`src/hdl/mpcq_pkg.sv`:
```
// Shared types and constants for the min-priority case queue.
// Holds the table geometry, request and status codes, the stored entry
// layout and the controller-to-datapath command and status structs.
package mpcq_pkg;

  localparam int CAPACITY = 64;
  localparam int IDX_W    = $clog2(CAPACITY);
  // The count keeps at least 7 bits so the occupancy port can take its low bits.
  localparam int CNT_W    = ($clog2(CAPACITY + 1) > 7) ? $clog2(CAPACITY + 1) : 7;
  localparam int OCC_W    = 7;

  localparam logic [3:0] PRIO_MIN = 4'd1;
  localparam logic [3:0] PRIO_MAX = 4'd10;

  typedef enum logic [1:0] {
    REQ_INSERT = 2'd0,
    REQ_PEEK   = 2'd1,
    REQ_REMOVE = 2'd2,
    REQ_NONE   = 2'd3
  } req_t;

  typedef enum logic [1:0] {
    STAT_OK    = 2'd0,
    STAT_FULL  = 2'd1,
    STAT_EMPTY = 2'd2,
    STAT_RANGE = 2'd3
  } status_t;

  typedef enum logic [1:0] {
    RES_ZERO = 2'd0,
    RES_INS  = 2'd1,
    RES_BEST = 2'd2
  } res_sel_t;

  typedef enum logic [3:0] {
    ST_IDLE,
    ST_DECIDE,
    ST_INSERT,
    ST_SCAN,
    ST_SCAN_END,
    ST_SHIFT_SET,
    ST_SHIFT,
    ST_SHIFT_END,
    ST_FINISH,
    ST_OUT
  } state_t;

  typedef struct packed {
    logic [15:0] serial;
    logic [3:0]  prio;
    logic [15:0] payload;
  } entry_t;

  typedef struct packed {
    logic     load;       // latch an accepted item
    logic     ins;        // append the latched entry
    logic     scan_rd;    // read the next entry for the minimum search
    logic     shift_set;  // point the shift just past the found entry
    logic     shift_rd;   // read the next entry to move down
    logic     dec;        // drop one entry from the count
    logic     res_load;   // capture a result
    res_sel_t res_sel;
    status_t  res_status;
    logic     out_load;   // move the result into the output register
  } cmd_t;

  typedef struct packed {
    req_t req;
    logic full;
    logic empty;
    logic prio_bad;
    logic scan_last;
    logic shift_end;
    logic out_free;
  } sts_t;

endpackage

```
`src/hdl/mpcq_ctrl.sv`:
```
// Controller state machine for the min-priority case queue.
// Sequences insert, minimum scan, shift-down and output hand-off.
// Depends on mpcq_pkg.
module mpcq_ctrl (
  input  logic           clk,
  input  logic           rst,
  input  logic           in_valid,
  output logic           in_ready,
  input  mpcq_pkg::sts_t sts,
  output mpcq_pkg::cmd_t cmd
);

  mpcq_pkg::state_t state, state_next;

  always_ff @(posedge clk) begin
    if (rst) begin
      state <= mpcq_pkg::ST_IDLE;
    end else begin
      state <= state_next;
    end
  end

  always_comb begin
    state_next     = state;
    in_ready       = 1'b0;
    cmd            = '0;
    cmd.res_sel    = mpcq_pkg::RES_ZERO;
    cmd.res_status = mpcq_pkg::STAT_OK;
    case (state)
      mpcq_pkg::ST_IDLE: begin
        in_ready = 1'b1;
        if (in_valid) begin
          cmd.load   = 1'b1;
          state_next = mpcq_pkg::ST_DECIDE;
        end
      end
      mpcq_pkg::ST_DECIDE: begin
        case (sts.req)
          mpcq_pkg::REQ_INSERT: begin
            if (sts.full) begin
              cmd.res_load   = 1'b1;
              cmd.res_status = mpcq_pkg::STAT_FULL;
              state_next     = mpcq_pkg::ST_OUT;
            end else if (sts.prio_bad) begin
              cmd.res_load   = 1'b1;
              cmd.res_status = mpcq_pkg::STAT_RANGE;
              state_next     = mpcq_pkg::ST_OUT;
            end else begin
              state_next = mpcq_pkg::ST_INSERT;
            end
          end
          mpcq_pkg::REQ_PEEK, mpcq_pkg::REQ_REMOVE: begin
            if (sts.empty) begin
              cmd.res_load   = 1'b1;
              cmd.res_status = mpcq_pkg::STAT_EMPTY;
              state_next     = mpcq_pkg::ST_OUT;
            end else begin
              state_next = mpcq_pkg::ST_SCAN;
            end
          end
          default: begin
            cmd.res_load = 1'b1;
            state_next   = mpcq_pkg::ST_OUT;
          end
        endcase
      end
      mpcq_pkg::ST_INSERT: begin
        cmd.ins      = 1'b1;
        cmd.res_load = 1'b1;
        cmd.res_sel  = mpcq_pkg::RES_INS;
        state_next   = mpcq_pkg::ST_OUT;
      end
      mpcq_pkg::ST_SCAN: begin
        cmd.scan_rd = 1'b1;
        if (sts.scan_last) begin
          state_next = mpcq_pkg::ST_SCAN_END;
        end
      end
      mpcq_pkg::ST_SCAN_END: begin
        // The last entry read is compared at this edge.
        if (sts.req == mpcq_pkg::REQ_REMOVE) begin
          state_next = mpcq_pkg::ST_SHIFT_SET;
        end else begin
          state_next = mpcq_pkg::ST_FINISH;
        end
      end
      mpcq_pkg::ST_SHIFT_SET: begin
        cmd.shift_set = 1'b1;
        state_next    = mpcq_pkg::ST_SHIFT;
      end
      mpcq_pkg::ST_SHIFT: begin
        if (sts.shift_end) begin
          state_next = mpcq_pkg::ST_SHIFT_END;
        end else begin
          cmd.shift_rd = 1'b1;
        end
      end
      mpcq_pkg::ST_SHIFT_END: begin
        cmd.dec    = 1'b1;
        state_next = mpcq_pkg::ST_FINISH;
      end
      mpcq_pkg::ST_FINISH: begin
        cmd.res_load = 1'b1;
        cmd.res_sel  = mpcq_pkg::RES_BEST;
        state_next   = mpcq_pkg::ST_OUT;
      end
      mpcq_pkg::ST_OUT: begin
        if (sts.out_free) begin
          cmd.out_load = 1'b1;
          state_next   = mpcq_pkg::ST_IDLE;
        end
      end
      default: begin
        state_next = mpcq_pkg::ST_IDLE;
      end
    endcase
  end

endmodule

```
`src/hdl/mpcq_dp.sv`:
```
// Datapath for the min-priority case queue: entry memory, count and
// serial registers, minimum search, shift-down and the output register.
// Depends on mpcq_pkg; driven by mpcq_ctrl.
module mpcq_dp (
  input  logic           clk,
  input  logic           rst,
  input  mpcq_pkg::cmd_t cmd,
  output mpcq_pkg::sts_t sts,
  input  logic [1:0]     req_type,
  input  logic [3:0]     priority_req,
  input  logic [15:0]    payload,
  output logic           out_valid,
  input  logic           out_ready,
  output logic [1:0]     status,
  output logic [15:0]    case_id,
  output logic [3:0]     case_priority,
  output logic [15:0]    case_payload,
  output logic [6:0]     occupancy
);

  mpcq_pkg::entry_t mem [mpcq_pkg::CAPACITY];

  logic [mpcq_pkg::CNT_W-1:0] count;
  logic [15:0]                serial;
  mpcq_pkg::req_t             req;
  logic [3:0]                 req_prio;
  logic [15:0]                req_payload;

  logic [mpcq_pkg::CNT_W-1:0] idx;
  logic                       pend;
  logic                       pend_shift;
  logic [mpcq_pkg::CNT_W-1:0] pend_idx;
  mpcq_pkg::entry_t           rd_data;

  mpcq_pkg::entry_t           best;
  logic [mpcq_pkg::CNT_W-1:0] best_idx;

  mpcq_pkg::status_t res_status;
  mpcq_pkg::entry_t  res;

  logic                       rd_en;
  logic                       wr_en;
  logic [mpcq_pkg::IDX_W-1:0] wr_addr;
  mpcq_pkg::entry_t           wr_data;
  logic [mpcq_pkg::CNT_W-1:0] pend_prev;

  assign rd_en     = cmd.scan_rd || cmd.shift_rd;
  assign pend_prev = pend_idx - mpcq_pkg::CNT_W'(1);

  always_comb begin
    wr_en   = 1'b0;
    wr_addr = count[mpcq_pkg::IDX_W-1:0];
    wr_data = '{serial: serial, prio: req_prio, payload: req_payload};
    if (cmd.ins) begin
      wr_en = 1'b1;
    end else if (pend && pend_shift) begin
      wr_en   = 1'b1;
      wr_addr = pend_prev[mpcq_pkg::IDX_W-1:0];
      wr_data = rd_data;
    end
  end

  always_ff @(posedge clk) begin
    if (wr_en) begin
      mem[wr_addr] <= wr_data;
    end
    if (rd_en) begin
      rd_data <= mem[idx[mpcq_pkg::IDX_W-1:0]];
    end
  end

  always_ff @(posedge clk) begin
    if (rst) begin
      count      <= '0;
      serial     <= 16'd1;
      pend       <= 1'b0;
      pend_shift <= 1'b0;
      out_valid  <= 1'b0;
    end else begin
      pend       <= rd_en;
      pend_shift <= cmd.shift_rd;
      if (cmd.ins) begin
        count  <= count + mpcq_pkg::CNT_W'(1);
        serial <= serial + 16'd1;
      end else if (cmd.dec) begin
        count <= count - mpcq_pkg::CNT_W'(1);
      end
      if (cmd.out_load) begin
        out_valid <= 1'b1;
      end else if (out_ready) begin
        out_valid <= 1'b0;
      end
    end
  end

  always_ff @(posedge clk) begin
    if (cmd.load) begin
      req         <= mpcq_pkg::req_t'(req_type);
      req_prio    <= priority_req;
      req_payload <= payload;
    end
    if (cmd.load) begin
      idx <= '0;
    end else if (cmd.shift_set) begin
      idx <= best_idx + mpcq_pkg::CNT_W'(1);
    end else if (rd_en) begin
      idx <= idx + mpcq_pkg::CNT_W'(1);
    end
    if (rd_en) begin
      pend_idx <= idx;
    end
    // Strict less-than keeps the earliest entry among equal priorities.
    if (pend && !pend_shift) begin
      if (pend_idx == '0 || rd_data.prio < best.prio) begin
        best     <= rd_data;
        best_idx <= pend_idx;
      end
    end
    if (cmd.res_load) begin
      res_status <= cmd.res_status;
      case (cmd.res_sel)
        mpcq_pkg::RES_INS:  res <= '{serial: serial, prio: req_prio, payload: req_payload};
        mpcq_pkg::RES_BEST: res <= best;
        default:            res <= '0;
      endcase
    end
    if (cmd.out_load) begin
      status        <= res_status;
      case_id       <= res.serial;
      case_priority <= res.prio;
      case_payload  <= res.payload;
      occupancy     <= count[mpcq_pkg::OCC_W-1:0];
    end
  end

  always_comb begin
    sts.req       = req;
    sts.full      = (count == mpcq_pkg::CNT_W'(mpcq_pkg::CAPACITY));
    sts.empty     = (count == '0);
    sts.prio_bad  = (req_prio < mpcq_pkg::PRIO_MIN) || (req_prio > mpcq_pkg::PRIO_MAX);
    sts.scan_last = (idx == count - mpcq_pkg::CNT_W'(1));
    sts.shift_end = (idx == count);
    sts.out_free  = !out_valid || out_ready;
  end

`ifndef ASSERT_OFF
  a_count_bound: assert property (@(posedge clk) disable iff (rst)
    count <= mpcq_pkg::CNT_W'(mpcq_pkg::CAPACITY))
    else $error("entry count above capacity");

  a_ins_not_full: assert property (@(posedge clk) disable iff (rst)
    cmd.ins |-> !sts.full)
    else $error("insert into a full table");

  a_ins_count: assert property (@(posedge clk) disable iff (rst)
    cmd.ins |=> count == $past(count) + mpcq_pkg::CNT_W'(1))
    else $error("count did not grow on insert");

  a_scan_in_range: assert property (@(posedge clk) disable iff (rst)
    (pend && !pend_shift) |-> pend_idx < count)
    else $error("search read past the stored entries");

  a_dec_not_empty: assert property (@(posedge clk) disable iff (rst)
    cmd.dec |-> !sts.empty)
    else $error("remove from an empty table");
`endif

endmodule

```
`src/hdl/min_priority_case_queue.sv`:
```
// Min-priority case queue: an unsorted table of up to 64 entries kept in
// insertion order. Request items arrive on the in_valid/in_ready channel
// (req_type, priority_req, payload); one result item per request leaves on
// out_valid/out_ready (status, case_id, case_priority, case_payload,
// occupancy). An insert appends an entry with the next 16-bit serial; a
// peek returns the earliest entry of lowest priority value; a remove also
// takes it out and moves every later entry down one slot.
// The search reads one entry a cycle and the shift moves one entry a cycle:
// the entry memory is read through its read port while its write port
// stores each moved entry one slot down. A stalled receiver holds the result back.
// One item is worked on at a time. The result sits in an output register;
// the next item is accepted while it waits, and that item's result is
// held back until the receiver takes the previous one.
// Reset empties the table, sets the next serial to one and drops any
// pending result; stored entries are left as they are.
// Depends on mpcq_pkg, mpcq_ctrl and mpcq_dp.
module min_priority_case_queue (
  input  logic        clk,
  input  logic        rst,
  input  logic        in_valid,
  output logic        in_ready,
  input  logic [1:0]  req_type,
  input  logic [3:0]  priority_req,
  input  logic [15:0] payload,
  output logic        out_valid,
  input  logic        out_ready,
  output logic [1:0]  status,
  output logic [15:0] case_id,
  output logic [3:0]  case_priority,
  output logic [15:0] case_payload,
  output logic [6:0]  occupancy
);

  mpcq_pkg::cmd_t cmd;
  mpcq_pkg::sts_t sts;

  mpcq_ctrl u_ctrl (
    .clk      (clk),
    .rst      (rst),
    .in_valid (in_valid),
    .in_ready (in_ready),
    .sts      (sts),
    .cmd      (cmd)
  );

  mpcq_dp u_dp (
    .clk           (clk),
    .rst           (rst),
    .cmd           (cmd),
    .sts           (sts),
    .req_type      (req_type),
    .priority_req  (priority_req),
    .payload       (payload),
    .out_valid     (out_valid),
    .out_ready     (out_ready),
    .status        (status),
    .case_id       (case_id),
    .case_priority (case_priority),
    .case_payload  (case_payload),
    .occupancy     (occupancy)
  );

endmodule
```
`config.mk`:
```
export PLATFORM = sky130hd
export DESIGN_NAME = min_priority_case_queue
export DESIGN_NICKNAME = d
export VERILOG_FILES = /design/src/hdl/mpcq_pkg.sv /design/src/hdl/mpcq_ctrl.sv /design/src/hdl/mpcq_dp.sv /design/src/hdl/min_priority_case_queue.sv
export SDC_FILE = /design/constraint.sdc
export NUM_CORES = 2
export LEC_CHECK = 0
export BUFFER_PORTS_ARGS = -buffer_cell sky130_fd_sc_hd__buf_4
export CAP_MARGIN = 20
export CORE_ASPECT_RATIO = 1.25
export CORE_MARGIN = 4
export CORE_UTILIZATION = 40
export DETAILED_ROUTE_END_ITERATION = 8
export GPL_TIMING_DRIVEN = 0
export HOLD_SLACK_MARGIN = 0.03
export PLACE_DENSITY = 0.56
export SYNTH_ARGS = -nofsm -noshare
export SYNTH_HDL_FRONTEND = slang
export SYNTH_SLANG_ARGS = --single-unit
```
`constraint.sdc`:
```
create_clock -name clk -period 4.85 [get_ports clk]
set_input_delay 0.485 -clock clk [delete_from_list [all_inputs] [get_ports clk]]
set_output_delay 0.485 -clock clk [all_outputs]
set_load 0.02 [all_outputs]
```
==> results.yml <==
outcome:
  status: "finished, violations left"
  violations: "negative setup slack"
clock_tree:
  clock-sinks: 2532
  htree_num_levels: 4
  numCtsBuffers: 241
  clkTransAtPathRegs_ps: 60
  root_buffer: "clkbuf_16"
  cts_tree: "built"
  cts_buffer_depth: 4
  insertion_delay_ps: 890
  cts-resized-gates: 0
sta:
  hold_slack_ps: 117
  hold_violations: 0
  setup_viol: 1
  finalSetupTns_ps: -21.1
  fmax_mhz: 205
  setup_slack_ps: -21.1
  period_minus_slack_ps: 4870
  fin_skew_ps: 38.3
  max_slew_margin: 0.176
  final_max_slew_viol_count: 0
  period_share: 1.00
  worst_pin_slew_ps: 1240
  rsz0062_at_grt: "false"
setup_path:
  cp_cell_sequence: "clkbuf_1, clkbuf_1, clkbuf_1, buf_8, mux4_2, a22oi_1, nand2_1"
  required_ps: 5380
  reg2reg_depth: 7
  critPathSlowestCell: "clkbuf_1"
  critPathMaxFanout: 10
  worstPathArrival_ps: 5400
  slowest_delay_ps: 880
  cp_num_cells: 7
  r2r-end: "u_dp.rd_data[21]$_DFFE_PP_"
  r2r_start: "u_dp.idx[3]$_SDFFE_PP0P_"
  start_kind: "flop"
  cp_common_cell: "clkbuf_1"
  end_kind: "flop"
  cpLargestDelayFamily: "buffers and inverters"
  crit_buf_inv: 4
  path_class: "flop to flop"
  r2r_setup_slack_ps: -20
logic_synthesis:
  ys_warn_count: 0
  synth_cells: 4298
  syn_nets: 4339
  synth_cell_types: 67
  synthArstFlopShare: 0
  synth_edf_count: 2495
  ys_top_cells_by_area: "edfxtp_1 77%, mux4_2 14%, mux2i_1 1.1%"
  synth_common_cells: "2495 x edfxtp_1, 620 x mux4_2, 134 x a22oi_1"
  yosys.area.top_type_share: 0.772
  synth_most_common_cell: "edfxtp_1"
  ys.flop_type: "edfxtp_1"
  synth_top_area_cell: "edfxtp_1"
  syn-cell-area_um2: 97000
  ys_ff_latch: 2532
  yosysSeqAreaShare: 0.780
  avgSynthCellArea_um2: 22.6
pwr:
  pwr-share-seq: 0.443
  power.leakage_nw: 34.1
  p_int_mw: 40.4
  vdd_drop_max_uv: 300
  p_sw_frac: 0.298
  p_clk_frac: 0.321
  comb_power_share: 0.236
  power_density_nw_per_um2: 511
  p_sw_mw: 17.1
die:
  die_w_um: 449
  initial_core_util: 0.403
  io_pins: 73
  die-area_um2: 251000
  coreArea_um2: 241000
  rows: 201
  die_h_um: 559
global_route:
  grt_start_max_net_pins: 65
  grt-ovfl-total: 0
  grt_pass1_vias: 47600
  antenna_found_initial: 16
  grt_pass1_wl_um: 383000
  grtUsageTotal: 0.218
route:
  drt_wl_total_um: 276000
  viasPerCell: 5.83
  firstDrtPassIters: 6
  drt_iter0_markers: 5840
  vias: 47300
  drc: 0
  wl_per_cell_um: 34.0
  ant_nets: 0
placed_design:
  gp_congestion: 0.934
  dp_hpwl_um: 185000
  io_buffers: 71
  placedInstanceArea_um2: 105000
  place_ws_ps: 3.13
worst_hold_path:
  hp-start: "rst"
  hp-class: "input port to flop"
  hold_end: "u_dp.serial[1]$_SDFFE_PP0P_"
  hold_depth: 2
job:
  drv_cap: 0
final_layout:
  area_growth_pct: 16.1
  fin_util: 0.468
  fin_area_um2: 113000
  post_route_cells_drive_above_1_share: 0.281
  nets: 4812
state kept, by name, indices dropped and copies added (netlist names):
register / cells
u_dp.count: 7
u_dp.status: 2
u_dp.req_prio: 4
u_dp.out_valid: 1
u_dp.case_payload: 16
u_dp.best: 36
u_dp.req: 2
u_dp.req_payload: 16
u_dp.best_idx: 7
u_dp.occupancy: 7
u_dp.rd_data: 36
u_dp.pend_shift: 1
u_dp.case_id: 16
u_dp.res: 36
u_dp.pend_idx: 7
u_dp.mem: 2304
u_dp.idx: 7
u_dp.serial: 16
u_dp.res_status: 2
u_dp.case_priority: 4
u_dp.pend: 1
u_ctrl.state: 4
placed cells by master (no fill, tap or decap), types with 24 or more instances in the layout:
master,netlist,final
edfxtp_1,2495,2495
buf_12,0,89
xnor2_1,32,32
clkbuf_1,103,159
bufinv_16,0,25
nor2_1,113,49
nor2_4,3,67
buf_2,81,84
a22oi_1,134,134
nand2_1,69,68
clkinv_1,0,54
mux4_2,620,620
buf_4,17,89
a21oi_1,49,49
dfxtp_1,37,37
dlygate4sd3_1,0,24
mux2_2,41,32
clkbuf_16,0,242
mux2i_1,103,103
buf_16,0,29
nand3_1,61,61
nor2b_1,65,65
clkinv_2,0,47
buf_1,30,27
worst max path at each step:
stage	start	endpoint	slack, ps
after global routing	u_dp.idx[3]$_SDFFE_PP0P_	u_dp.rd_data[0]$_DFFE_PP_	170
final	u_dp.idx[3]$_SDFFE_PP0P_	u_dp.rd_data[21]$_DFFE_PP_	-20
after floorplan	u_ctrl.state[0]$_SDFFE_PP0P_	u_dp.mem[0][26]$_DFFE_PP_	-80
after global placement	u_ctrl.state[0]$_SDFFE_PP0P_	u_dp.mem[54][26]$_DFFE_PP_	-5250
after CTS	u_dp.idx[3]$_SDFFE_PP0P_	u_dp.rd_data[1]$_DFFE_PP_	30
after detailed placement	u_dp.idx[3]$_SDFFE_PP0P_	u_dp.rd_data[1]$_DFFE_PP_	3
timing repair:
item | CTS | global route
hold endpoints to repair | 33 | 0
buffers inserted | 0 | 0
hold buffers | 24 | 0
final cells by class:
cell class	instances	area, um^2
antenna	8	20.0
sequential	2532	75700
buffer	237	1100
fill	19600	128000
tap	3146	3940
clock buffer	298	6270
inverter	18	67.6
timing repair buffer	230	3570
multi-input combinational	1511	20800
clock inverter	133	1270
cells by family after synthesis:
family	synth area share
buffers and inverters	0.0120
XOR/XNOR	0.00415
adder cells (fa/ha/maj)	0.00193
AO/OA/AOI/OAI	0.0228
multiplexers	0.160
AND/OR/NAND/NOR	0.0191
flip-flops	0.780
metrics by stage:
stage	total power [mW]	cells
global route	59.2	8106
detailed placement	39.5	7645
global placement	39.0	7515
floorplan	33.1	4298
finish	57.5	8113
CTS	57.8	8100
power groups by stage:
stage	registers [mW]	clock network, mW	logic (mW)
final	25.5	18.4	13.6
after global routing	25.5	19.7	14.0
after CTS	25.5	18.7	13.5
after detailed placement	26.0	0	13.5
after global placement	26.1	0	13.0
after floorplan	26.0	0	7.16
per-layer routing:
metal	global-route usage	routed length, um
met5	0	16
met2	0.365	136000
met1	0.283	105000
met4	0.0938	13300
met3	0.0367	21000
(Power assumes the default switching activity.)
